File: src/sv/parallel_port_interface_adapter_macros.svh
// ----------------------------------------------------------------------------
// Parallel port interface adapter: assertion macros
// Shared concurrent assertion forms, clocked on i_clk and held off during
// reset by i_rst_n.
// ----------------------------------------------------------------------------
`ifndef PARALLEL_PORT_INTERFACE_ADAPTER_MACROS_SVH
`define PARALLEL_PORT_INTERFACE_ADAPTER_MACROS_SVH

// Same-cycle implication.
`define PPIA_ASSERT_NOW(label, ante, cons, msg) \
    label: assert property (@(posedge i_clk) disable iff (!i_rst_n) \
        (ante) |-> (cons)) else $error(msg);

// Next-cycle implication.
`define PPIA_ASSERT_NEXT(label, ante, cons, msg) \
    label: assert property (@(posedge i_clk) disable iff (!i_rst_n) \
        (ante) |=> (cons)) else $error(msg);

`endif

File: src/sv/ppia_pkg.sv
// ----------------------------------------------------------------------------
// Parallel port interface adapter package
// Command codes, control register bit positions, item and side status types.
// ----------------------------------------------------------------------------
`default_nettype none

package ppia_pkg;

    // Command codes carried in the slave tuser field.
    localparam logic [2:0] CMD_READ  = 3'd0;
    localparam logic [2:0] CMD_WRITE = 3'd1;
    localparam logic [2:0] CMD_PIN   = 3'd2;
    localparam logic [2:0] CMD_C1    = 3'd3;
    localparam logic [2:0] CMD_C2    = 3'd4;

    // Control register bit positions.
    localparam int CR_C1_EN    = 0;
    localparam int CR_C1_RISE  = 1;
    localparam int CR_PORT_SEL = 2;
    localparam int CR_C2_EN    = 3;
    localparam int CR_C2_RISE  = 4;
    localparam int CR_C2_OUT   = 5;
    localparam int CR_IRQ2     = 6;
    localparam int CR_IRQ1     = 7;

    localparam logic [7:0] CR_WRITABLE = 8'h3f;
    localparam logic [7:0] CR_FLAGS    = 8'hc0;

    // Stream widths.
    localparam int S_TDATA_W = 24;
    localparam int S_TUSER_W = 3;
    localparam int M_TDATA_W = 24;

    // One input item as held in the input register.
    typedef struct packed {
        logic [2:0] cmd;
        logic [1:0] reg_addr;
        logic [7:0] data_in;
        logic       pin_side;
        logic [7:0] pin_mask;
    } t_item;

    // Status of one side for the item being executed.
    typedef struct packed {
        logic [7:0] read_data;
        logic [7:0] out_old;
        logic [7:0] out_new;
        logic       c2_old;
        logic       c2_new;
        logic       irq_now;
        logic       irq_next;
    } t_side_res;

    // Level on the C2 line as seen from the port: driven when C2 is an output.
    function automatic logic c2_pin_level(input logic [7:0] ctrl);
        c2_pin_level = ctrl[CR_C2_OUT] ? ctrl[CR_C2_EN] : 1'b1;
    endfunction

    // Interrupt request of one side from its control register.
    function automatic logic side_irq(input logic [7:0] ctrl);
        side_irq = (ctrl[CR_C1_EN] & ctrl[CR_IRQ1]) | (ctrl[CR_C2_EN] & ctrl[CR_IRQ2]);
    endfunction

endpackage

`default_nettype wire

File: src/sv/parallel_port_interface_adapter.sv
// ----------------------------------------------------------------------------
// Parallel port interface adapter
// Two-sided 8-bit parallel port with control, direction and port registers,
// driven by a command stream; one status transfer per command.
// ----------------------------------------------------------------------------
// Path: an accepted command is held in the input register, then its result in the result register.
// Throughput: one command per cycle while the master side does not stall; the input
// register feeds the side registers and the result register in a single pass.
// Reset: synchronous, active low; clears all side registers, line levels and
// both pipeline valid bits.
`default_nettype none

`include "parallel_port_interface_adapter_macros.svh"

module parallel_port_interface_adapter (
    input  wire logic                               i_clk,
    input  wire logic                               i_rst_n,
    input  wire logic                               s_axis_tvalid,
    output logic                                    s_axis_tready,
    // reg_addr[1:0], data_in[9:2], pin_side[10], pin_mask[18:11], zero fill
    input  wire logic [ppia_pkg::S_TDATA_W-1:0]     s_axis_tdata,
    // command[2:0]
    input  wire logic [ppia_pkg::S_TUSER_W-1:0]     s_axis_tuser,
    output logic                                    m_axis_tvalid,
    input  wire logic                               m_axis_tready,
    // read_data[7:0], irq_out[8], output_changed[9], output_side[10],
    // drive_value[18:11], c2_changed[19], c2_level[20], zero fill
    output logic [ppia_pkg::M_TDATA_W-1:0]          m_axis_tdata
);

    logic                           r_in_valid;
    ppia_pkg::t_item                r_in;
    logic                           r_out_valid;
    logic [ppia_pkg::M_TDATA_W-1:0] r_out_data;
    logic [ppia_pkg::M_TDATA_W-1:0] n_out_data;
    logic                           w_advance;
    logic                           w_exec;
    logic                           w_is_write;
    ppia_pkg::t_side_res            w_res_a;
    ppia_pkg::t_side_res            w_res_b;
    ppia_pkg::t_side_res            w_res_w;

    // Stage control: move when the result register is free or being taken.
    assign w_advance     = !r_out_valid || m_axis_tready;
    assign w_exec        = r_in_valid && w_advance;
    assign s_axis_tready = !r_in_valid || w_advance;

    // Input register.
    always_ff @(posedge i_clk) begin
        if (!i_rst_n) begin
            r_in_valid <= 1'b0;
        end else if (s_axis_tready) begin
            r_in_valid <= s_axis_tvalid;
        end
    end

    always_ff @(posedge i_clk) begin
        if (s_axis_tready && s_axis_tvalid) begin
            r_in.cmd      <= s_axis_tuser[2:0];
            r_in.reg_addr <= s_axis_tdata[1:0];
            r_in.data_in  <= s_axis_tdata[9:2];
            r_in.pin_side <= s_axis_tdata[10];
            r_in.pin_mask <= s_axis_tdata[18:11];
        end
    end

    // Port sides A and B.
    ppia_side u_side_a (
        .i_clk     (i_clk),
        .i_rst_n   (i_rst_n),
        .i_en      (w_exec),
        .i_bus_sel (!r_in.reg_addr[1]),
        .i_pin_sel (!r_in.pin_side),
        .i_item    (r_in),
        .o_res     (w_res_a)
    );

    ppia_side u_side_b (
        .i_clk     (i_clk),
        .i_rst_n   (i_rst_n),
        .i_en      (w_exec),
        .i_bus_sel (r_in.reg_addr[1]),
        .i_pin_sel (r_in.pin_side),
        .i_item    (r_in),
        .o_res     (w_res_b)
    );

    // Result assembly; write fields report only on a bus write.
    assign w_is_write = (r_in.cmd == ppia_pkg::CMD_WRITE);
    assign w_res_w    = r_in.reg_addr[1] ? w_res_b : w_res_a;

    always_comb begin
        n_out_data = {
            3'b000,
            w_is_write & w_res_w.c2_new,
            w_is_write & (w_res_w.c2_new != w_res_w.c2_old),
            w_is_write ? w_res_w.out_new : 8'h00,
            w_is_write & r_in.reg_addr[1],
            w_is_write & (w_res_w.out_new != w_res_w.out_old),
            w_res_a.irq_next | w_res_b.irq_next,
            w_res_a.read_data | w_res_b.read_data
        };
    end

    // Result register.
    always_ff @(posedge i_clk) begin
        if (!i_rst_n) begin
            r_out_valid <= 1'b0;
        end else if (w_advance) begin
            r_out_valid <= r_in_valid;
        end
    end

    always_ff @(posedge i_clk) begin
        if (w_exec) begin
            r_out_data <= n_out_data;
        end
    end

    assign m_axis_tvalid = r_out_valid;
    assign m_axis_tdata  = r_out_data;

    // Checks on the pipeline and result fields.
    `PPIA_ASSERT_NEXT(a_irq_tracks_state, w_exec,
        r_out_data[8] == (w_res_a.irq_now | w_res_b.irq_now),
        "Reported interrupt does not match the updated control registers")
    `PPIA_ASSERT_NOW(a_read_write_exclusive, r_out_valid && (r_out_data[19:9] != 11'd0),
        r_out_data[7:0] == 8'h00,
        "Read data and write status reported in the same transfer")
    `PPIA_ASSERT_NEXT(a_in_held_on_stall, r_in_valid && !w_advance,
        r_in_valid && $stable(r_in),
        "Input register changed while the result side was stalled")

endmodule

`default_nettype wire

File: src/sv/ppia_side.sv
// ----------------------------------------------------------------------------
// Parallel port interface adapter: one port side
// Holds the control, direction and port registers and the last C1 and C2
// levels of one side, and applies one item to them when enabled.
// ----------------------------------------------------------------------------
`default_nettype none

module ppia_side (
    input  wire logic               i_clk,
    input  wire logic               i_rst_n,
    input  wire logic               i_en,       // item executes this cycle
    input  wire logic               i_bus_sel,  // bus access addresses this side
    input  wire logic               i_pin_sel,  // pin or line event targets this side
    input  wire ppia_pkg::t_item    i_item,
    output ppia_pkg::t_side_res     o_res
);

    logic [7:0] r_ctrl, n_ctrl;
    logic [7:0] r_dir,  n_dir;
    logic [7:0] r_port, n_port;
    logic       r_c1,   n_c1;
    logic       r_c2,   n_c2;
    logic [7:0] w_rd;
    logic [7:0] w_mask;
    logic       w_level;
    logic       w_is_ctrl;

    assign w_level   = |i_item.data_in;
    assign w_is_ctrl = i_item.reg_addr[0];
    assign w_mask    = i_item.pin_mask & ~r_dir;

    // Next state and read data for the current item.
    always_comb begin
        n_ctrl = r_ctrl;
        n_dir  = r_dir;
        n_port = r_port;
        n_c1   = r_c1;
        n_c2   = r_c2;
        w_rd   = 8'h00;
        case (i_item.cmd)
            ppia_pkg::CMD_READ: begin
                if (i_bus_sel) begin
                    if (w_is_ctrl) begin
                        w_rd = r_ctrl;
                    end else if (r_ctrl[ppia_pkg::CR_PORT_SEL]) begin
                        // A port read clears both flags.
                        w_rd   = r_port;
                        n_ctrl = r_ctrl & ppia_pkg::CR_WRITABLE;
                    end else begin
                        w_rd = r_dir;
                    end
                end
            end
            ppia_pkg::CMD_WRITE: begin
                if (i_bus_sel) begin
                    if (w_is_ctrl) begin
                        n_ctrl = (r_ctrl & ppia_pkg::CR_FLAGS) |
                                 (i_item.data_in & ppia_pkg::CR_WRITABLE);
                    end else if (r_ctrl[ppia_pkg::CR_PORT_SEL]) begin
                        // Only output bits take the written value.
                        n_port = (r_port & ~r_dir) | (i_item.data_in & r_dir);
                    end else begin
                        n_dir = i_item.data_in;
                    end
                end
            end
            ppia_pkg::CMD_PIN: begin
                if (i_pin_sel) begin
                    n_port = (r_port & ~w_mask) | (i_item.data_in & w_mask);
                end
            end
            ppia_pkg::CMD_C1: begin
                if (i_pin_sel) begin
                    if (r_ctrl[ppia_pkg::CR_C1_RISE] ? (!r_c1 && w_level)
                                                     : (r_c1 && !w_level)) begin
                        n_ctrl[ppia_pkg::CR_IRQ1] = 1'b1;
                    end
                    n_c1 = w_level;
                end
            end
            ppia_pkg::CMD_C2: begin
                // An output C2 line ignores line events.
                if (i_pin_sel && !r_ctrl[ppia_pkg::CR_C2_OUT]) begin
                    if (r_ctrl[ppia_pkg::CR_C2_RISE] ? (!r_c2 && w_level)
                                                     : (r_c2 && !w_level)) begin
                        n_ctrl[ppia_pkg::CR_IRQ2] = 1'b1;
                    end
                    n_c2 = w_level;
                end
            end
            default: begin
            end
        endcase
    end

    // Side status seen by the result logic.
    always_comb begin
        o_res.read_data = w_rd;
        o_res.out_old   = r_dir & r_port;
        o_res.out_new   = n_dir & n_port;
        o_res.c2_old    = ppia_pkg::c2_pin_level(r_ctrl);
        o_res.c2_new    = ppia_pkg::c2_pin_level(n_ctrl);
        o_res.irq_now   = ppia_pkg::side_irq(r_ctrl);
        o_res.irq_next  = ppia_pkg::side_irq(n_ctrl);
    end

    // Side registers.
    always_ff @(posedge i_clk) begin
        if (!i_rst_n) begin
            r_ctrl <= 8'h00;
            r_dir  <= 8'h00;
            r_port <= 8'h00;
            r_c1   <= 1'b0;
            r_c2   <= 1'b0;
        end else if (i_en) begin
            r_ctrl <= n_ctrl;
            r_dir  <= n_dir;
            r_port <= n_port;
            r_c1   <= n_c1;
            r_c2   <= n_c2;
        end
    end

endmodule

`default_nettype wire
File: config.mk
export PLATFORM = sky130hd
export DESIGN_NAME = parallel_port_interface_adapter
export DESIGN_NICKNAME = d
export VERILOG_FILES = /design/src/sv/ppia_pkg.sv /design/src/sv/parallel_port_interface_adapter.sv /design/src/sv/ppia_side.sv
export VERILOG_INCLUDE_DIRS = /design/src /design/src/sv
export SDC_FILE = /design/constraint.sdc
export NUM_CORES = 1
export LEC_CHECK = 0
export BUFFER_PORTS_ARGS = -buffer_cell sky130_fd_sc_hd__clkbuf_2
export CAP_MARGIN = 20
export CORE_AREA = 5 5 132 96
export DETAILED_ROUTE_END_ITERATION = 10
export DIE_AREA = 0 0 137 101
export GPL_TIMING_DRIVEN = 0
export PLACE_DENSITY = 0.7
export SETUP_SLACK_MARGIN = 0.4
export SLEW_MARGIN = 10
export SYNTH_ARGS = -nofsm -noshare
export SYNTH_HDL_FRONTEND = slang
export SYNTH_SLANG_ARGS = --single-unit
File: constraint.sdc
create_clock -name i_clk -period 3.25 [get_ports i_clk]
set_input_delay 0.325 -clock i_clk [delete_from_list [all_inputs] [get_ports i_clk]]
set_output_delay 0.325 -clock i_clk [all_outputs]
set_load 0.01 [all_outputs]
==> results.txt <==
----------------------------------------------------
[Timing]
  Fmax ... 338 MHz
  Layout Skew ... approximately 0.011 ns
  Share of the cycle needed by the critical path after routing ... 91.1%
  Worst Tran Pin Value ... 1.04 ns
  Max-slew violations ... 0
  Final critical delay including setup and external delays ... 2.96 ns
  Final setup violating endpoints ... 0
  Count of final hold-check violations ... 0
  Worst hold margin ... 0.142 ns
  Relative slew slack ... 30.5%
  Setup repair after global routing missed its margin ... true

[Floorplanning]
  Area of the core ... 11,400 µm²
  Starting density of the core ... 50.6%
  DIE HEIGHT ... just over 100 µm
  Number of top-level design ports ... 57
  Full die area ... 13,800 µm²
  Width of the die ... 137 µm
  Row cnt ... 33

[Worst setup path]
  Setup crit start kind ... flip-flop
  CP Buf/Inv Count ... 1
  Critical setup path kind ... reg2reg
  CP max FO ... 10
  Largest incremental delay on the critical path ... 0.56 ns
  Slowest library cell on the worst path ... sky130_fd_sc_hd__or4b_4
  Worst endpoint data arrival time ... approximately 3 ns
  Critical path cell sequence ... buf_6, or4b_4, nor2_2, mux2i_1, o32ai_2, xnor2_1, nand4_1
  Top delay family on crit path ... simple AND/OR/NAND/NOR gates
  Slack of the worst reg-to-reg path ... 0.29 ns
  Worst path required time ... 3.30 ns
  Sort of element at the end of the critical path ... flip-flop

[Final layout]
  Antenna diode count ... 0
  Synthesis-to-finish area growth ... 15.1%
  Fill cells ... 1,049
  Core utilization of the finished layout ... roughly three fifths
  Final-stage net count ... 758
  Share of final-layout standard cells stronger than drive strength 1 ... ~17%

[Synth]
  Post-synth ARST share ... 0%
  Post-synth top flop ... sky130_fd_sc_hd__dfxtp_1
  Number of enable-type register cells in the synthesized netlist ... 43
  Cell Area, Synth ... 5750 µm²
  Count of distinct cell types in the synthesized netlist ... 82
  Synthesis-stage register bit count ... 97
  Count of yosys warnings during synthesis ... 0
  Post-Synthesis Cells ... roughly 660
  Sequential share of the synthesized area ... 41.3%
  Mean cell area of the mapped netlist ... 8.72 µm²

[Clock network]
  CTS root buffer ... sky130_fd_sc_hd__clkbuf_16
  Hold bufs inserted after CTS ... 0
  Clk buf depth ... 2
  CTS H-tree depth ... 3
  CTS sink count ... 97
  Clk Latency, worst-skew pair ... 0.35 ns
  CTS tree ... built
  Clock transition time at the flip-flop clock pins of the worst setup and hold paths ... around 0.07 ns
  Number of buffers inserted during clock tree synthesis ... 9

[Route]
  Remaining antenna violation count ... 0
  Met2 routed wirelength ... 8390 µm
  Max layer used ... met5
  Vias after detailed routing ... 5,790
  DRT Wirelength ... 21,400 µm
  DR vias/cell ... 6.51
  Met3 routed WL ... 3110 µm
  Total DRC errors in the routed layout ... 0
  Post-route met1 wirelength ... 9240 µm
  First-pass DRT Iterations ... 6
  Mean routed wirelength per cell ... approximately 24 µm
  First DRT Iteration DRCs ... 919

[Global route]
  Wire length of the first global-routing pass ... 32,300 µm
  Total Routing Usage GR ... 31.6%
  Pin count of the biggest net entering global routing ... 31
  Overflow left after global routing ... 0
  Via count of the first global-routing pass ... 5,342
  Number of antenna violations at the first check in global routing ... 1

[Pwr]
  Power after layout ... 2.72 mW
  Max rail drop VDD ... 0.325 mV
  Leak Pwr ... 2.16 nW
  PwrDens ... a little over 400 nW/µm²

[Place]
  Routability congestion estimate from global placement ... about 1.0
  Hpwl dp ... 15,800 µm
  Port Buf Inserts ... 48

[Run]
  Max cap viols ... 0

[Hold path]
  Hold/Removal Path Class ... in2reg

[Outcome]
  Run status ... completed

----------------------------------------------------
[per-stage QoR]
step | worst slack, ns | instances | setup TNS [ns] | area (µm²)
after detailed placement | 0.243 | 866 | 0 | 6190
after CTS | 0.358 | 886 | 0 | 6550
after global routing | 0.198 | 889 | 0 | 6610
final | 0.288 | 889 | 0 | 6610
after floorplan | 0.819 | 661 | 0 | 5750
after global placement | -0.180 | 866 | -3.69 | 6190
[state kept, by name, summed over array words and instances, names as in the netlist, 8 cells and up]
name and cells:
u_side_b.r_dir 8, u_side_a.r_dir 8, m_axis_tdata 21, u_side_b.r_ctrl 8, r_in 22, u_side_b.r_port 8, u_side_a.r_port 8, u_side_a.r_ctrl 8
[cells in the final DEF (no fill, tap or decap), types with 10 or more instances in the layout]
| master | instances |
|---|---|
| sky130_fd_sc_hd__clkbuf_16 | 10 |
| sky130_fd_sc_hd__clkbuf_2 | 53 |
| sky130_fd_sc_hd__a211oi_1 | 10 |
| sky130_fd_sc_hd__buf_4 | 13 |
| sky130_fd_sc_hd__nor2_1 | 69 |
| sky130_fd_sc_hd__dfxtp_1 | 54 |
| sky130_fd_sc_hd__nand3b_1 | 11 |
| sky130_fd_sc_hd__a31oi_1 | 14 |
| sky130_fd_sc_hd__nand2_1 | 71 |
| sky130_fd_sc_hd__o21ai_0 | 23 |
| sky130_fd_sc_hd__nand3_1 | 23 |
| sky130_fd_sc_hd__o22ai_1 | 12 |
| sky130_fd_sc_hd__a21oi_1 | 74 |
| sky130_fd_sc_hd__mux2i_1 | 35 |
| sky130_fd_sc_hd__clkbuf_1 | 22 |
| sky130_fd_sc_hd__inv_1 | 19 |
| sky130_fd_sc_hd__nor2b_1 | 13 |
| sky130_fd_sc_hd__edfxtp_1 | 43 |
[cell type report]
cell class              count  area [µm²]  share of cell area (%)
repair buffers             55         293                    4.43
multi-input cells         498        3160                    47.8
plain buffers              46         223                    3.37
inverters                  20        75.1                    1.14
clock buffers              12         258                    3.90
flip-flops and latches     97        2370                    35.9
clock inverters             4        32.5                   0.492
well taps                 157         196                    2.97
[logic make-up after synthesis]
| logic type | count (synthesis) | synth area share [%] |
|---|---|---|
| compound gates | 191 | 21.5 |
| other cells | 1 | 0.0653 |
| buf+inv | 66 | 5.01 |
| mux | 36 | 6.29 |
| xor+xnor | 6 | 0.915 |
| flops | 97 | 41.3 |
| simple gates | 262 | 24.9 |
[where the power goes]
group          internal (mW)  switching, mW  leakage, nW  total [mW]
Sequential              1.31         0.0308        0.851        1.34
Clock                  0.573          0.487        0.135        1.06
Combinational         0.0946          0.218         1.18       0.313
Total                   1.98          0.736         2.16        2.72
[path summary, 6_finish.rpt]
| check | depth (start not counted) | endpoint | start |
|---|---|---|---|
| worst min-delay path | 1 | r_in[3] | s_axis_tdata[14] |
| worst max register to register | 7 | m_axis_tdata[9] | r_in[21] |
| worst min register to register | 2 | u_side_b.r_c2 | u_side_b.r_c2 |
| worst max-delay path | 7 | m_axis_tdata[9] | r_in[21] |
[cells in the mapped netlist (4+ instances only)]
master	n	area share (%)
sky130_fd_sc_hd__a211oi_1	10	1.3
sky130_fd_sc_hd__a21oi_1	76	6.6
sky130_fd_sc_hd__a31oi_1	15	1.6
sky130_fd_sc_hd__a32oi_1	4	0.61
sky130_fd_sc_hd__and2_1	7	0.76
sky130_fd_sc_hd__and3_1	4	0.44
sky130_fd_sc_hd__buf_1	5	0.33
sky130_fd_sc_hd__buf_2	8	0.70
sky130_fd_sc_hd__buf_4	6	0.78
sky130_fd_sc_hd__clkbuf_1	26	1.7
sky130_fd_sc_hd__dfxtp_1	54	19
sky130_fd_sc_hd__edfxtp_1	43	22
sky130_fd_sc_hd__inv_1	19	1.2
sky130_fd_sc_hd__mux2i_1	35	6.1
sky130_fd_sc_hd__nand2_1	72	4.7
sky130_fd_sc_hd__nand3_1	23	2.0
sky130_fd_sc_hd__nand3b_1	11	1.4
sky130_fd_sc_hd__nand4b_1	4	0.61
sky130_fd_sc_hd__nor2_1	70	4.6
sky130_fd_sc_hd__nor2b_1	13	1.4
sky130_fd_sc_hd__nor3_1	8	0.70
sky130_fd_sc_hd__nor3b_1	4	0.52
sky130_fd_sc_hd__nor4_1	5	0.54
sky130_fd_sc_hd__o21a_1	4	0.52
sky130_fd_sc_hd__o21ai_0	23	2.0
sky130_fd_sc_hd__o21ai_1	5	0.44
sky130_fd_sc_hd__o22ai_1	12	1.3
sky130_fd_sc_hd__or3_1	4	0.44
sky130_fd_sc_hd__xnor2_1	5	0.76
[metal layers]
metal	up-vias	global-route usage (%)
met5	-	0
met4	2	9.51
met3	55	11.3
met2	413	42.5
met1	2744	46.8
li1	2576	-
[what timing repair did]
| item | in CTS | in global routing |
|---|---|---|
| pin swaps | 2 | 1 |
| setup endpoints to repair | 29 | 14 |
| gates resized for setup | 8 | 14 |
| buffers inserted | 4 | 3 |
Note: power is estimated with default switching activity, not from simulation.
